==> config.mk <==
export PLATFORM = sky130hd
export DESIGN_NAME = dmtlb_hash
export DESIGN_NICKNAME = d
export VERILOG_FILES = /design/src/hdl/dmtlb_pkg.sv /design/src/hdl/dmtlb_hash.sv
export SDC_FILE = /design/constraint.sdc
export NUM_CORES = 1
export LEC_CHECK = 0
export BUFFER_PORTS_ARGS = -buffer_cell sky130_fd_sc_hd__buf_2
export CAP_MARGIN = 0
export CORE_UTILIZATION = 43
export DETAILED_ROUTE_END_ITERATION = 6
export PLACE_DENSITY_LB_ADDON = 0.12
export RECOVER_POWER = 100
export SLEW_MARGIN = 20
export SYNTH_ARGS = -nofsm -noshare
export SYNTH_HDL_FRONTEND = slang
export SYNTH_SLANG_ARGS = --single-unit
==> constraint.sdc <==
create_clock -name vclk -period 3.24
set_input_delay 0.162 -clock vclk [all_inputs]
set_output_delay 0.162 -clock vclk [all_outputs]
set_load 0.01 [all_outputs]
==> src/hdl/dmtlb_pkg.sv <==
// Package of the direct-mapped soft TLB: entry layout, command codes, controller states
// and the hash constant. No dependencies; every other file of the block imports it.
package dmtlb_pkg;

   localparam int          INDEX_BITS_DEF = 9;
   localparam logic [31:0] HASH_MULT      = 32'd1315423911;

   typedef enum logic [2:0] {
      CMD_LOOKUP   = 3'd0,
      CMD_FILL     = 3'd1,
      CMD_INVAL    = 3'd2,
      CMD_SET_PERM = 3'd3,
      CMD_PURGE    = 3'd4,
      CMD_READ_CNT = 3'd5
   } cmd_type;

   typedef enum logic [1:0] {
      ST_CLEAR,
      ST_RUN,
      ST_WALK
   } state_type;

   // One slot: tag (process id, virtual page) and data (physical page, permissions).
   typedef struct packed {
      logic [15:0] pid;
      logic [31:0] vpage;
      logic [31:0] ppage;
      logic [11:0] perms;
   } entry_type;

endpackage

==> src/hdl/dmtlb_hash.sv <==
// Slot index of the direct-mapped soft TLB: low bits of (process id * constant) xor page.
// Depends on dmtlb_pkg for the hash constant.
module dmtlb_hash #(
   parameter int INDEX_BITS = dmtlb_pkg::INDEX_BITS_DEF
) (
   input  logic signed [15:0]     pid,
   input  logic [31:0]            vpage,
   output logic [INDEX_BITS-1:0]  idx
);
   import dmtlb_pkg::*;

   localparam logic [INDEX_BITS-1:0] MULT_LO = HASH_MULT[INDEX_BITS-1:0];

   logic [31:0]           pid_wide;
   logic [INDEX_BITS-1:0] prod;

   // Only the low index bits of the product are kept, so a narrow multiplier suffices.
   assign pid_wide = 32'(pid);
   assign prod     = pid_wide[INDEX_BITS-1:0] * MULT_LO;
   assign idx      = prod ^ vpage[INDEX_BITS-1:0];

endmodule

==> metrics list <==
* Outcome: completed
* Post-layout net count: 191
- Final critical-path share of the clock period: 94.9%
* Pre-CTS setup slack: about 0.17 ns
* Worst path required time: 3.08 ns
* Largest fanout on the critical path: 4
- Setup violations remaining at the end of the flow were counted as 0.
* Number of detailed-routing iterations run before antenna repair: 5
- During synthesis, Yosys emitted a total of 0 warnings.
- P_sw: about 190 uW
- Initial antenna violation count: 0
* Cell repeated most along the worst path: ha_1
* Slowest stage cell on the critical path: fa_1
- Height of the die: between 40 and 50 um
* Routed Antenna Nets: 0
- The min-delay analysis places its worst path in the category in -> out.
- Peak ir drop on the vdd network: around 0.00017 V
* Switching power share of the total: 50.7%
- Setup repair after global routing left no endpoint under its margin.
* Hold Fails Final Rpt: 0
* Effective utilization at floorplan: roughly half
- Arrival time of data at the critical path endpoint: 2.91 ns
- Once routing completed, OpenROAD measured the worst setup slack at 0.164 ns.
- Cell area after placement: 925 um2
* Per-cell routed wire length: 8.34 um
- Cell-by-cell trace of the critical path: buf_2 -> ha_1 -> ha_1 -> fa_1 -> fa_1 -> ha_1 -> a21oi_1 -> nand2_1 -> a31oi_1 -> xnor2_1 -> buf_2
* Summed instance area of the synthesized netlist: 762 um2
* Vias per inst: 4.41
* TNS Setup: 0 ns
* Count of unresolved DRC violations after routing: 0
* Fmax: 325 MHz
- For the finished layout, the period the worst path requires is slightly above 3 ns.
- Slowest stage delay, CP: 0.51 ns
- Internal power comes to 186 uW.
- CP top delay family: adder cells
- Count of pins on the block boundary: 57
- Via count of the first global-routing pass: 514
- Leakage power: about 0.00053 uW
- The floorplan step defined a die boundary enclosing 1940 um2.
- Critical path class: in -> out
- The floorplan has 14 rows.
* Placed wire-length estimate after detailed placement: roughly 1.1 mm
- The die is between 40 and 50 um wide.
- Global-route usage over all layers: 12.7%
- Leaving out fill and tap cells, the most frequent cell in the layout is inv_1.
- Fraction of power consumed by combinational cells: 100.0%
- Tightest hold margin: between 0.5 and 0.6 ns
- Final total power: 378 uW
- The synthesized design spends more area on one cell type than any other, namely ha_1.
- Each instance of the synthesized netlist takes up on average 9.07 um2.
- Once layout is done, the placed cells without fillers occupy 915 um2.
* Area Growth Syn to Fin: 20.0%
- The number of nets in the synthesized netlist is 161.
- Critical path buffers and inverters: 2
* Actual slew at the worst max-slew pin: roughly 0.28 ns
* Final-layout fill cell count: 149
- Counting distinct cell types in the post-synthesis netlist gives 13.
* Relative contribution of sequential cells to total power: 0%
- Pins over their slew limit: 0
- Once the clock tree was built, the resizer swapped 0 gates to a different size.
- Summed over its instances, the top area cell type makes up between 30% and 40% of the synthesized netlist area.
* Setup crit end kind: output pin
- Violation count after the first detailed-routing iteration: 3
- Synthesis produced a netlist whose cell count is 84.
- The multi-input combinational cells in the finished layout cover a total of approximately 670 um2.
- The share of total power dissipated in the clock network is 0%.
* Share of layout cells above drive strength 1: 17.9%
- Final-layout clock buffer total: 0
* Routed wire length: 1.07 mm
* FF+latch area: 0 um2
- Commonest cells after routing, fill and taps aside: inv_1, ha_1, buf_2, xnor2_1
* Total setup buffers inserted after CTS: 0
- Gr ovfl total: 0
- In this run the power density over the cells is 413 nW/um2.
- The floorplan step defined a core boundary enclosing 1580 um2.
- Ranked by total cell area, the synthesized netlist is headed by ha_1, fa_1, xnor2_1.
- Number of input and output port buffers inserted: 27
* Pin count of the biggest net entering global routing: 6
- Number of hold-repair buffers added at the cts stage: 0
* Total number of vias: around 560
- STA classifies the critical path startpoint as an input port.
- The final layout contains a sequential cell count of 0.
- At the end of routability-driven placement, the weighted congestion stood at 0.769.
- The tool flagged a number of max-cap violations equal to 0.
* Share of synthesized area occupied by flip-flops and latches: 0%
- The number of antenna diodes in the final layout is 0.
- Remaining max-slew budget at the tightest pin: 81.6%
- The first global-routing pass estimated 1.97 mm of wire.
## per-stage QoR
step	util, %	std cells
3_3_place_gp	58.7	128
5_1_grt	58.0	128
6_report	58.0	128
3_5_place_dp	58.7	128
2_1_floorplan	-	84
4_1_cts	58.7	128
## power groups by stage
stage / combinational, uW / clock (uW) / sequential [uW]
final: 378 / 0 / 0
after global routing: 434 / 0 / 0
after CTS: 397 / 0 / 0
after detailed placement: 395 / 0 / 0
after global placement: 388 / 0 / 0
after floorplan: 286 / 0 / 0
## cell families (layout without fill, tap and decap cells)
group,Yosys count,after routing,synth area share [%]
AO/OA/AOI/OAI,5,5,3.78
XOR/XNOR,21,21,25.9
adder cells (fa/ha/maj),29,29,55.5
buffers and inverters,25,53,12.3
AND/OR/NAND/NOR,4,4,2.46
## final timing paths
kind | depth (start not counted) | slack (ns) | to | start
min | 3 | 0.57 | idx[4] | vpage[4]
max | 11 | 0.16 | idx[8] | pid[2]
## worst min-delay path, cell delays in order
cell and delay (ns):
buf_2 0.08, xnor2_1 0.05, clkbuf_1 0.12
## synth_stat cells, drive strengths merged
cell type,instances
a21o,1
a31oi,1
nand3,1
fa,8
ha,21
xnor2,12
nand2,1
nor2,1
nor2b,1
a21oi,3
xor2,8
inv,25
xnor3,1
## per-layer routing
layer  vias up  share of wire (%)  track usage, %
li1        313                  -               -
met1       235                 50            17.5
met2        16                 46            23.8
met3         0                3.5               0
met4         0                  0               0
met5         -                  0               0
## final cells by class
cell class,count,area share [%]
Multi-Input combinational cell,59,73.1
Timing Repair Buffer,28,14.5
Tap cell,16,2.19
Inverter,25,10.3
Note: power is estimated with default switching activity, not from simulation.
